===== config.mk =====
export PLATFORM = sky130hd
export DESIGN_NAME = dhcp_option_parse_and_reply
export DESIGN_NICKNAME = d
export VERILOG_FILES = /design/src/hdl/dhcpopt_pkg.sv /design/src/hdl/dhcpopt_parser.sv /design/src/hdl/dhcpopt_queue.sv /design/src/hdl/dhcpopt_reply.sv /design/src/hdl/dhcp_option_parse_and_reply.sv
export SDC_FILE = /design/constraint.sdc
export NUM_CORES = 1
export LEC_CHECK = 0
export BUFFER_PORTS_ARGS = -buffer_cell sky130_fd_sc_hd__clkbuf_2
export CAP_MARGIN = 20
export CORE_UTILIZATION = 45
export CTS_CLUSTER_DIAMETER = 120
export CTS_CLUSTER_SIZE = 16
export DETAILED_ROUTE_END_ITERATION = 10
export REMOVE_ABC_BUFFERS = 1
export SLEW_MARGIN = 20
export SYNTH_ARGS = -nofsm -noshare
export SYNTH_HDL_FRONTEND = slang
export SYNTH_SLANG_ARGS = --single-unit
export TNS_END_PERCENT = 50

===== constraint.sdc =====
create_clock -name clk -period 2.55 [get_ports clk]
set_input_delay 0 -clock clk [delete_from_list [all_inputs] [get_ports clk]]
set_output_delay 0 -clock clk [all_outputs]
set_load 0.1 [all_outputs]

===== src/hdl/dhcpopt_pkg.sv =====
`timescale 1ns / 1ps

package dhcpopt_pkg;

    // size of the options area that is parsed
    localparam int OPTIONS_BYTES = 312;
    localparam int POS_W         = $clog2(OPTIONS_BYTES + 1);
    localparam int COOKIE_BYTES  = 4;

    // reply stream
    localparam int REPLY_LEN   = 38;
    localparam int REPLY_IDX_W = $clog2(REPLY_LEN);

    // request queue between parser and reply generator
    localparam int QUEUE_DEPTH = 4;
    localparam int QPTR_W      = $clog2(QUEUE_DEPTH);
    localparam int QCNT_W      = $clog2(QUEUE_DEPTH + 1);

    // configuration register indexes
    localparam int CFG_IDX_W = 2;
    localparam logic [CFG_IDX_W-1:0] CFG_SERVER_ADDRESS = 2'd0;
    localparam logic [CFG_IDX_W-1:0] CFG_SUBNET_MASK    = 2'd1;
    localparam logic [CFG_IDX_W-1:0] CFG_LEASE_SECONDS  = 2'd2;

    localparam logic [31:0] SERVER_ADDRESS_RST = 32'hC0A8_0101;
    localparam logic [31:0] SUBNET_MASK_RST    = 32'hFFFF_FF00;
    localparam logic [31:0] LEASE_SECONDS_RST  = 32'd3600;

    // option tags
    localparam logic [7:0] TAG_PAD       = 8'd0;
    localparam logic [7:0] TAG_SUBNET    = 8'd1;
    localparam logic [7:0] TAG_ROUTER    = 8'd3;
    localparam logic [7:0] TAG_DNS       = 8'd6;
    localparam logic [7:0] TAG_LEASE     = 8'd51;
    localparam logic [7:0] TAG_MSG_TYPE  = 8'd53;
    localparam logic [7:0] TAG_SERVER_ID = 8'd54;
    localparam logic [7:0] TAG_END       = 8'd255;

    // message types
    localparam logic [7:0] MSG_DISCOVER = 8'd1;
    localparam logic [7:0] MSG_OFFER    = 8'd2;
    localparam logic [7:0] MSG_REQUEST  = 8'd3;
    localparam logic [7:0] MSG_ACK      = 8'd5;

    localparam logic [31:0] MAGIC_COOKIE = 32'h6382_5363;
    localparam logic [7:0]  LEN_ONE      = 8'd1;
    localparam logic [7:0]  LEN_WORD     = 8'd4;

    typedef enum logic [2:0] {
        PH_COOKIE,
        PH_TAG,
        PH_LEN,
        PH_LEN53,
        PH_SKIP,
        PH_VAL53,
        PH_DONE
    } phase_t;

    typedef struct packed {
        logic [7:0] opt_byte;
        logic       last;
    } in_item_t;

    typedef struct packed {
        logic [7:0] reply_byte;
        logic       reply_last;
    } out_item_t;

    // reply request from parser to generator
    typedef struct packed {
        logic push;
        logic is_ack;
    } reply_req_t;

    function automatic logic [7:0] reply_byte_at(
        input logic [REPLY_IDX_W-1:0] idx,
        input logic                   is_ack,
        input logic [31:0]            srv,
        input logic [31:0]            mask,
        input logic [31:0]            lease
    );
        logic [7:0] b;
        logic [7:0] mt;
        mt = is_ack ? MSG_ACK : MSG_OFFER;
        case (idx)
            6'd0:    b = MAGIC_COOKIE[31:24];
            6'd1:    b = MAGIC_COOKIE[23:16];
            6'd2:    b = MAGIC_COOKIE[15:8];
            6'd3:    b = MAGIC_COOKIE[7:0];
            6'd4:    b = TAG_MSG_TYPE;
            6'd5:    b = LEN_ONE;
            6'd6:    b = mt;
            6'd7:    b = TAG_SERVER_ID;
            6'd8:    b = LEN_WORD;
            6'd9:    b = srv[31:24];
            6'd10:   b = srv[23:16];
            6'd11:   b = srv[15:8];
            6'd12:   b = srv[7:0];
            6'd13:   b = TAG_SUBNET;
            6'd14:   b = LEN_WORD;
            6'd15:   b = mask[31:24];
            6'd16:   b = mask[23:16];
            6'd17:   b = mask[15:8];
            6'd18:   b = mask[7:0];
            6'd19:   b = TAG_ROUTER;
            6'd20:   b = LEN_WORD;
            6'd21:   b = srv[31:24];
            6'd22:   b = srv[23:16];
            6'd23:   b = srv[15:8];
            6'd24:   b = srv[7:0];
            6'd25:   b = TAG_DNS;
            6'd26:   b = LEN_WORD;
            6'd27:   b = srv[31:24];
            6'd28:   b = srv[23:16];
            6'd29:   b = srv[15:8];
            6'd30:   b = srv[7:0];
            6'd31:   b = TAG_LEASE;
            6'd32:   b = LEN_WORD;
            6'd33:   b = lease[31:24];
            6'd34:   b = lease[23:16];
            6'd35:   b = lease[15:8];
            6'd36:   b = lease[7:0];
            default: b = TAG_END;
        endcase
        return b;
    endfunction

endpackage


===== src/hdl/dhcpopt_parser.sv =====
`timescale 1ns / 1ps

module dhcpopt_parser (
    input  logic                clk,
    input  logic                rst_n,
    input  logic                accept,
    input  dhcpopt_pkg::in_item_t item,
    output dhcpopt_pkg::reply_req_t req
);
    import dhcpopt_pkg::*;

    phase_t           phase_reg, phase_next;
    logic [POS_W-1:0] pos_reg, pos_next;
    logic [7:0]       skip_reg, skip_next;
    logic [7:0]       type_reg, type_next;
    logic             seen_reg, seen_next;
    logic [7:0]       skip_dec;

    assign skip_dec = skip_reg - 8'd1;

    // next state of the option walk, before the end-of-packet clear
    always_comb
    begin
        phase_next = phase_reg;
        pos_next   = pos_reg;
        skip_next  = skip_reg;
        type_next  = type_reg;
        seen_next  = seen_reg;
        if (pos_reg < POS_W'(OPTIONS_BYTES))
        begin
            pos_next = pos_reg + POS_W'(1);
            case (phase_reg)
                PH_COOKIE:
                begin
                    if (pos_reg >= POS_W'(COOKIE_BYTES - 1))
                        phase_next = PH_TAG;
                end
                PH_TAG:
                begin
                    if (item.opt_byte == TAG_END)
                        phase_next = PH_DONE;
                    else if (item.opt_byte == TAG_MSG_TYPE)
                        phase_next = PH_LEN53;
                    else if (item.opt_byte != TAG_PAD)
                        phase_next = PH_LEN;
                end
                PH_LEN, PH_LEN53:
                begin
                    if (item.opt_byte == 8'd0)
                        phase_next = PH_TAG;
                    else
                    begin
                        skip_next  = item.opt_byte;
                        phase_next = (phase_reg == PH_LEN53) ? PH_VAL53 : PH_SKIP;
                    end
                end
                PH_VAL53, PH_SKIP:
                begin
                    if (phase_reg == PH_VAL53 && !seen_reg)
                    begin
                        type_next = item.opt_byte;
                        seen_next = 1'b1;
                    end
                    skip_next  = skip_dec;
                    phase_next = (skip_dec == 8'd0) ? PH_TAG : PH_SKIP;
                end
                default:
                begin
                    phase_next = PH_DONE;
                end
            endcase
        end
    end

    // reply decision on the final byte of a packet
    always_comb
    begin
        req.push   = 1'b0;
        req.is_ack = 1'b0;
        if (accept && item.last && seen_next)
        begin
            if (type_next == MSG_DISCOVER)
                req.push = 1'b1;
            else if (type_next == MSG_REQUEST)
            begin
                req.push   = 1'b1;
                req.is_ack = 1'b1;
            end
        end
    end

    always_ff @(posedge clk or negedge rst_n)
    begin
        if (!rst_n)
        begin
            phase_reg <= PH_COOKIE;
            pos_reg   <= '0;
            skip_reg  <= '0;
            type_reg  <= '0;
            seen_reg  <= 1'b0;
        end
        else if (accept)
        begin
            if (item.last)
            begin
                phase_reg <= PH_COOKIE;
                pos_reg   <= '0;
                skip_reg  <= '0;
                type_reg  <= '0;
                seen_reg  <= 1'b0;
            end
            else
            begin
                phase_reg <= phase_next;
                pos_reg   <= pos_next;
                skip_reg  <= skip_next;
                type_reg  <= type_next;
                seen_reg  <= seen_next;
            end
        end
    end

endmodule


===== src/hdl/dhcpopt_queue.sv =====
`timescale 1ns / 1ps

module dhcpopt_queue (
    input  logic                    clk,
    input  logic                    rst_n,
    input  dhcpopt_pkg::reply_req_t push_req,
    input  logic                    pop,
    output logic                    pop_is_ack,
    output logic                    not_empty,
    output logic                    full
);
    import dhcpopt_pkg::*;

    logic [QUEUE_DEPTH-1:0] entry_reg;
    logic [QPTR_W-1:0]      wr_ptr_reg;
    logic [QPTR_W-1:0]      rd_ptr_reg;
    logic [QCNT_W-1:0]      count_reg;
    logic                   do_push;
    logic                   do_pop;

    assign full       = (count_reg == QCNT_W'(QUEUE_DEPTH));
    assign not_empty  = (count_reg != '0);
    assign pop_is_ack = entry_reg[rd_ptr_reg];
    assign do_push    = push_req.push && !full;
    assign do_pop     = pop && not_empty;

    always_ff @(posedge clk)
    begin
        if (do_push)
            entry_reg[wr_ptr_reg] <= push_req.is_ack;
    end

    always_ff @(posedge clk or negedge rst_n)
    begin
        if (!rst_n)
        begin
            wr_ptr_reg <= '0;
            rd_ptr_reg <= '0;
            count_reg  <= '0;
        end
        else
        begin
            if (do_push)
                wr_ptr_reg <= wr_ptr_reg + QPTR_W'(1);
            if (do_pop)
                rd_ptr_reg <= rd_ptr_reg + QPTR_W'(1);
            if (do_push && !do_pop)
                count_reg <= count_reg + QCNT_W'(1);
            else if (do_pop && !do_push)
                count_reg <= count_reg - QCNT_W'(1);
        end
    end

endmodule


===== src/hdl/dhcpopt_reply.sv =====
`timescale 1ns / 1ps

module dhcpopt_reply (
    input  logic                             clk,
    input  logic                             rst_n,
    input  logic                             cfg_wr_en,
    input  logic [dhcpopt_pkg::CFG_IDX_W-1:0] cfg_index,
    input  logic [31:0]                      cfg_wr_data,
    input  logic                             req_avail,
    input  logic                             req_is_ack,
    output logic                             req_pop,
    output logic                             out_valid,
    input  logic                             out_stall,
    output dhcpopt_pkg::out_item_t           out_data
);
    import dhcpopt_pkg::*;

    logic [31:0]            server_address_reg;
    logic [31:0]            subnet_mask_reg;
    logic [31:0]            lease_seconds_reg;
    logic                   active_reg;
    logic                   is_ack_reg;
    logic [REPLY_IDX_W-1:0] idx_reg;
    logic                   out_valid_reg;
    out_item_t              out_reg;
    logic                   advance;
    logic                   at_end;

    assign advance   = active_reg && (!out_valid_reg || !out_stall);
    assign at_end    = (idx_reg == REPLY_IDX_W'(REPLY_LEN - 1));
    assign req_pop   = req_avail && (!active_reg || (advance && at_end));
    assign out_valid = out_valid_reg;
    assign out_data  = out_reg;

    always_ff @(posedge clk or negedge rst_n)
    begin
        if (!rst_n)
        begin
            server_address_reg <= SERVER_ADDRESS_RST;
            subnet_mask_reg    <= SUBNET_MASK_RST;
            lease_seconds_reg  <= LEASE_SECONDS_RST;
        end
        else if (cfg_wr_en)
        begin
            case (cfg_index)
                CFG_SERVER_ADDRESS: server_address_reg <= cfg_wr_data;
                CFG_SUBNET_MASK:    subnet_mask_reg    <= cfg_wr_data;
                CFG_LEASE_SECONDS:  lease_seconds_reg  <= cfg_wr_data;
                default:            ;
            endcase
        end
    end

    always_ff @(posedge clk or negedge rst_n)
    begin
        if (!rst_n)
        begin
            active_reg    <= 1'b0;
            idx_reg       <= '0;
            out_valid_reg <= 1'b0;
        end
        else
        begin
            if (req_pop)
            begin
                active_reg <= 1'b1;
                idx_reg    <= '0;
            end
            else if (advance)
            begin
                if (at_end)
                    active_reg <= 1'b0;
                idx_reg <= idx_reg + REPLY_IDX_W'(1);
            end
            if (advance)
                out_valid_reg <= 1'b1;
            else if (!out_stall)
                out_valid_reg <= 1'b0;
        end
    end

    always_ff @(posedge clk)
    begin
        if (req_pop)
            is_ack_reg <= req_is_ack;
        if (advance)
        begin
            out_reg.reply_byte <= reply_byte_at(idx_reg, is_ack_reg, server_address_reg,
                                                subnet_mask_reg, lease_seconds_reg);
            out_reg.reply_last <= at_end;
        end
    end

endmodule


===== src/hdl/dhcp_option_parse_and_reply.sv =====
`timescale 1ns / 1ps

// channel  | valid      | stall       | payload
// ---------+------------+-------------+---------------------------------
// in       | in_valid   | in_stall    | in_data  : opt_byte, last
// out      | out_valid  | out_stall   | out_data : reply_byte, reply_last
// cfg      | cfg_wr_en  | (none)      | cfg_index, cfg_wr_data
//
// the parser takes one options byte per cycle unless the reply queue is full, and never waits on out_stall directly
// a discover or request ends in a queued reply request; the generator sends its
// 38 bytes one per cycle while out_stall is low, each through the output register
// in_stall rises only when the four-entry reply queue is full
// reset (rst_n low, asynchronous) returns the parser to the cookie phase,
// empties the queue and restores the configuration defaults

module dhcp_option_parse_and_reply (
    input  logic                              clk,
    input  logic                              rst_n,
    input  logic                              in_valid,
    output logic                              in_stall,
    input  dhcpopt_pkg::in_item_t             in_data,
    output logic                              out_valid,
    input  logic                              out_stall,
    output dhcpopt_pkg::out_item_t            out_data,
    input  logic                              cfg_wr_en,
    input  logic [dhcpopt_pkg::CFG_IDX_W-1:0] cfg_index,
    input  logic [31:0]                       cfg_wr_data
);
    import dhcpopt_pkg::*;

    logic       in_accept;
    reply_req_t parse_req;
    logic       q_full;
    logic       q_not_empty;
    logic       q_is_ack;
    logic       q_pop;

    // input side waits only on a full reply queue
    assign in_stall  = q_full;
    assign in_accept = in_valid && !q_full;

    // front: option walk and message type decision
    dhcpopt_parser u_parser (
        .clk    (clk),
        .rst_n  (rst_n),
        .accept (in_accept),
        .item   (in_data),
        .req    (parse_req)
    );

    // short queue of pending replies (offer or ack)
    dhcpopt_queue u_queue (
        .clk        (clk),
        .rst_n      (rst_n),
        .push_req   (parse_req),
        .pop        (q_pop),
        .pop_is_ack (q_is_ack),
        .not_empty  (q_not_empty),
        .full       (q_full)
    );

    // back: reply stream generator with output register and config registers
    dhcpopt_reply u_reply (
        .clk         (clk),
        .rst_n       (rst_n),
        .cfg_wr_en   (cfg_wr_en),
        .cfg_index   (cfg_index),
        .cfg_wr_data (cfg_wr_data),
        .req_avail   (q_not_empty),
        .req_is_ack  (q_is_ack),
        .req_pop     (q_pop),
        .out_valid   (out_valid),
        .out_stall   (out_stall),
        .out_data    (out_data)
    );

endmodule


# Word-level counts from Yosys, hierarchy flattened
# Cells that the tools add are included.
# op_classes
n_addsub	7
n_eq_ne	53
reduce_logical	49
order_cmp	5
muxes	44
# op_table
cell	count
$pmux 8 s23	1
$eq 6x5->1 const B	16
$mux 8	7
$eq 6x4->1 const B	8
$eq 6x6->1 const B	6
$mux 3	11
$eq 6x3->1 const B	4
$mux 9	2
$logic_not 8->1	2
$pmux 8 s2	1
$mux 1	14
$eq 6x2->1 const B	2
$logic_and 1x1->1	12
$mux 6	2
$pmux 3 s4	1
$reduce_or 3->1	4
$reduce_and 2->1	5
$add 9x1->9 const B	1
$eq 3x3->1 const B	3
$ge 9x2->1 const B	1
$lt 9x9->1 const B	1
$eq 8x1->1 const B	1
$eq 8x2->1 const B	1
$eq 8x6->1 const B	1
32 further kinds	51
# totals
output_inout_bits	11
reg_bits	154

# Depth between registers and ports, before layout
# logic_depth
ltp_word	14
mapped_depth	12
depth_no_buf	11

# By module
# A second synthesis with hierarchy kept.
# unflattened
cells_unflattened	702
hier_area_um2	8077.7
# modules_own_cells
module	instances	cells_per_inst	area_per_inst_um2	seq_area_each_um2
dhcpopt_reply	1	460	5645.4	2946.6
dhcpopt_parser	1	200	1846.8	725.7
dhcpopt_queue	1	41	571.8	295.3
dhcp_option_parse_and_reply	1	1	13.8	0.0

# Least setup slack after synthesis
# Ideal clock, no wire load.
# synth_path
path_kind	reg-to-reg
from	register u_parser.pos_reg[4]
to	register u_queue.count_reg[2]
required_time_ps	2471
arrival_ps	2540
n_path_buf	0
path_stages_with_launch	11
slack_ps	-69
synth_period_minus_slack_ps	2619
cell_sequence	dfrtp_1 -> a311oi_4 -> o2111ai_2 -> o21ai_1 -> and2_2 -> ha_1 -> inv_1 -> fa_1 -> xor2_1 -> nor2_1 -> xor2_1
# synth_between
elab_chain_len	10
elab_cells_between_ends	15
classes_between	order compare: 1; eq/ne: 2; mux: 6; reduce/logical: 6
# synth_lines
element	line	text
from (decl)	dhcpopt_parser.sv:13	logic [POS_W-1:0] pos_reg, pos_next;
from (signal assigned)	dhcpopt_parser.sv:115	pos_reg <= pos_next;
$lt 9x9->1 *	dhcpopt_parser.sv:29	if (pos_reg < POS_W'(OPTIONS_BYTES))
$mux 8	dhcpopt_parser.sv:29	
$eq 8x2->1	dhcpopt_parser.sv:84	else if (type_next == MSG_REQUEST)
$mux 2	dhcpopt_parser.sv:84	
$mux 1	dhcpopt_parser.sv:82	if (type_next == MSG_DISCOVER)
$mux 2 *	dhcpopt_parser.sv:80	if (accept && item.last && seen_next)
$logic_and 1x1->1 *	dhcpopt_queue.sv:24	assign do_push = push_req.push && !full;
net u_queue.do_push	dhcpopt_queue.sv:18	logic do_push;
$logic_not 1->1	dhcpopt_queue.sv:49	else if (do_pop && !do_push)
$logic_and 1x1->1	dhcpopt_queue.sv:49	
$reduce_bool 2->1 (no line)	-	
to (signal assigned)	dhcpopt_queue.sv:48	count_reg <= count_reg + QCNT_W'(1);
to (signal assigned)	dhcpopt_queue.sv:50	count_reg <= count_reg - QCNT_W'(1);
to (decl)	dhcpopt_queue.sv:17	logic [QCNT_W-1:0] count_reg;
# The timed path passes the listed nets; every way through them passes the cells marked *.
# A chain may end at the register's enable or synchronous reset.

# Worst setup path after layout
# layout_path
from	register u_reply.idx_reg[0]
to	register u_reply.out_reg (netlist bit u_reply.out_data[2]), data pin
# layout_between
elab_chain_len	3
elab_cells_between_ends	45
classes_between	eq/ne: 36; mux: 1; reduce/logical: 8
# layout_lines
element	line	text
from (decl)	dhcpopt_reply.sv:23	logic [REPLY_IDX_W-1:0] idx_reg;
from (signal assigned)	dhcpopt_reply.sv:73	idx_reg <= idx_reg + REPLY_IDX_W'(1);
$eq 6x4->1, or another cell as far along	dhcpopt_pkg.sv:85	case (idx)
$reduce_or 5->1 (no line), or another cell as far along	-	
$pmux 8 s23 *	dhcpopt_pkg.sv:85	
to (decl)	dhcpopt_reply.sv:25	out_item_t out_reg;
# Every way passes the cells marked *; elsewhere a longest branch is shown, timed or not.

==> results summary <==
The flow ran to the end, and the final reports show no timing, DRC or antenna violations. The top fanout value on the critical path came out at 13. After synthesis, the mean cell area works out to approximately 11 µm². Once detailed placement completed, the half-perimeter wirelength came to 14.17 mm. The category of the most critical setup path is reg -> reg. The global-route wire length before repair came out at between 30 and 40 mm. The number of top-level pins is 59. The antenna diode instance count came out at 0. The final number of max-transition violations came out at 0. The post-synthesis instance total is 700.

The type of the worst min-delay path is in -> reg. From left edge to right edge, the die measures around 140 µm. The largest total area in the synthesized netlist belongs to sky130_fd_sc_hd__dfrtp_1. For the worst-skew pair, the clock arrives at the later sink with an insertion delay of ~0.43 ns.

The row count came out at 48. The arrival time of data at the critical path endpoint is 2.60 ns. The clock tree from TritonCTS is yes. The fraction of layout instances using a drive strength above 1 is approximately a third. The clock net sink count is roughly 150. The final number of setup-violating endpoints is 0. The register bit total from synthesis came out at 154. The sort of element at the start of the critical path is a flip-flop. The height of the die came out at 135.3 µm. The initial standard-cell utilization of the core came out at a little under half. The number of warning messages in the yosys log is 0.

The via density per instance is between 5 and 6. For the pin with the worst max-slew slack, the measured transition is approximately 0.77 ns. Yosys attributes the largest share of cell area to sky130_fd_sc_hd__dfrtp_1 33%, sky130_fd_sc_hd__mux2_2 14%, sky130_fd_sc_hd__dfstp_2 11%, sky130_fd_sc_hd__edfxtp_1 5.3%, sky130_fd_sc_hd__ha_1 1.9%. The share of the Yosys chip area taken by registers is about half. Cells fill a little under three fifths of the core in the end.

The maximum clock frequency came out at 410.0 MHz. After detailed routing, the number of remaining DRC violations is 0. Buffers placed on the I/O ports in this run total 58. The standard cell core area is between 0.015 and 0.02 mm². The count of vias placed by the detailed router is between 6000 and 7000. After layout, the design draws a total of 0.009988 W. The maximum count of clock buffers along a single path is 2. The number of maximum-capacitance constraint violations came out at 0.

The initial detailed-routing violation count is roughly 480. For this run, the leading register cell type out of synthesis is sky130_fd_sc_hd__dfrtp_1. Leaving out fill and tap cells, the most frequent cell in the layout is sky130_fd_sc_hd__dfrtp_1. The maximum level of the CTS H-tree is 4. The area share of the largest cell type after synthesis came out at between 30 and 40%.

The post-route clock skew is slightly below 0.009 ns. The hold violation count in the final report is 0. Global routing used between 20% and 30% of the available tracks. The cell area after technology mapping came out at about 0.008 mm². TritonCTS created 17 clock buffers. The pre-CTS setup slack came out at between 0.04 and 0.05 ns. The leakage power of the design came out at between 4 and 5 nW. Of the available clock period, the critical path in the final layout requires a little over nine tenths. The post-layout minimum cycle time came out at between 2 and 2.5 ns. The tree is rooted in a sky130_fd_sc_hd__clkbuf_16. The number of global-route vias before repair is roughly 6300. Setup slack on the critical path of the routed design comes to between 0.1 and 0.15 ns. The required time reported for the critical path endpoint is 2.71 ns.

The endpoint type of the worst setup path is a flip-flop. The number of nets with antenna violations after detailed routing is 0. The final-stage net count is 885.

Wires add up to 20.93 mm. Adding up every negative setup slack in the final design gives 0 ns. The worst-case IR drop observed on VDD is ~0.65 mV.

The die covers 0.01832 mm². Counting the fill cells in the layout gives about 1500. Leaving out fill and tap cells, the most frequent cells in the layout are 104 x sky130_fd_sc_hd__dfrtp_1, 97 x sky130_fd_sc_hd__mux2_2, 57 x sky130_fd_sc_hd__clkbuf_2.

Setup repair after global routing could not meet its margin everywhere. The area overhead of the layout relative to synthesis came out at 23.33%. The initial antenna violation count is 0. The clock transition time at the flip-flop clock pins of the worst setup and hold paths came out at about 0.070 ns. The average wire length per cell after detail routing came out at slightly below 20 µm. The largest net degree at the start of global routing is 82. The number of distinct library cells after synthesis came out at 82.

The number of enable flip-flop cells after synthesis is 14. The first-pass iteration count of the detailed router came out at 7. The total power per unit cell area came out at 1012 mW/mm². The final weighted congestion in routability-driven placement came out at roughly 0.87.

The total global routing overflow is 0. The fraction of registers with async set/reset is 90.91%. The worst-case headroom to the max-slew limit is about half.
## layer usage
layer  global-route usage, %  wire [µm]  part of all wire (%)
met5                       0          0                     0
met4                   8.552        302                   1.4
met3                   3.816       1004                   4.8
met2                   37.21       9759                    47
met1                   34.81       9859                    47
## cell usage after synthesis (11+ instances only)
cell	count
sky130_fd_sc_hd__dfrtp_1	105
sky130_fd_sc_hd__mux2_2	97
sky130_fd_sc_hd__dfstp_2	35
sky130_fd_sc_hd__nand2_1	31
sky130_fd_sc_hd__clkbuf_1	27
sky130_fd_sc_hd__nand3_1	27
sky130_fd_sc_hd__nor2_1	27
sky130_fd_sc_hd__inv_1	26
sky130_fd_sc_hd__a21oi_1	22
sky130_fd_sc_hd__and3_1	21
sky130_fd_sc_hd__nand4_1	21
sky130_fd_sc_hd__a22o_1	14
sky130_fd_sc_hd__edfxtp_1	14
sky130_fd_sc_hd__o21ai_0	14
sky130_fd_sc_hd__xnor2_1	13
sky130_fd_sc_hd__ha_1	12
sky130_fd_sc_hd__nor4_1	12
sky130_fd_sc_hd__nor3_1	11
## critical path: stages, from the launching register on
cell,delay [ns]
sky130_fd_sc_hd__dfrtp_1,0.44
sky130_fd_sc_hd__ha_1,0.40
sky130_fd_sc_hd__and3_1,0.38
sky130_fd_sc_hd__a2111o_1,0.47
sky130_fd_sc_hd__a2111oi_1,0.33
sky130_fd_sc_hd__nand4_1,0.14
## power breakdown
| group | total [W] | switching [W] | internal, W |
|---|---|---|---|
| clock network | 0.00251 | 0.00104 | 0.00147 |
| registers | 0.00352 | 0.000385 | 0.00314 |
| logic | 0.00396 | 0.00238 | 0.00157 |
| total | 0.00999 | 0.00381 | 0.00618 |
## layout make-up
type | instances | area [µm²] | area share, %
flip-flops and latches | 154 | 3969 | 40.22
multi-input cells | 476 | 3770 | 38.20
repair buffers | 149 | 1165 | 11.80
clock buffers | 18 | 439.2 | 4.450
well taps | 225 | 281.5 | 2.853
clock inverters | 14 | 146.4 | 1.483
inverters | 26 | 97.59 | 0.9890
## metrics by stage
| stage | cell area (µm²) | cells | hold slack (ns) |
|---|---|---|---|
| after global placement | 8821 | 985 | 0.01060 |
| after CTS | 9847 | 1061 | 0.01592 |
| after global routing | 9868 | 1062 | 0.04629 |
| after floorplan | 7805 | 656 | -0.2956 |
| after detailed placement | 8821 | 985 | 0.02077 |
| final | 9868 | 1062 | 0.02719 |
## kinds of logic (layout without fill, tap and decap cells)
group           after synthesis  in the layout  share of synthesized area [%]
fa+ha+maj                    13             13                          2.127
simple gates                210            210                          15.14
compound gates              131            131                          12.84
mux                         103            103                          14.56
buf+inv                      70            207                          3.675
flops                       154            154                          49.59
xor+xnor                     19             19                          2.080
## path summary, 6_finish.rpt
kind	from	end	slack, ns	depth (start not counted)
worst min register to register	u_queue.rd_ptr_reg[1]	u_queue.rd_ptr_reg[1]	0.49	1
worst max-delay path	u_reply.idx_reg[0]	u_reply.out_data[2]	0.11	5
worst min-delay path	in_valid	u_parser.phase_reg[2]	0.03	4
min in group asynchronous	rst_n	u_queue.rd_ptr_reg[1]	0.11	2
max in group asynchronous	rst_n	u_reply.subnet_mask_reg[25]	1.56	3
worst max register to register	u_reply.idx_reg[0]	u_reply.out_data[2]	0.11	5
## what timing repair did
item	CTS	global route
endpoints found under the setup margin	0	3
resized for setup	0	5
hold endpoints to repair	170	0
hold buffers	44	0
buffers inserted	0	1
No activity file was read; power rests on OpenSTA's default activity.
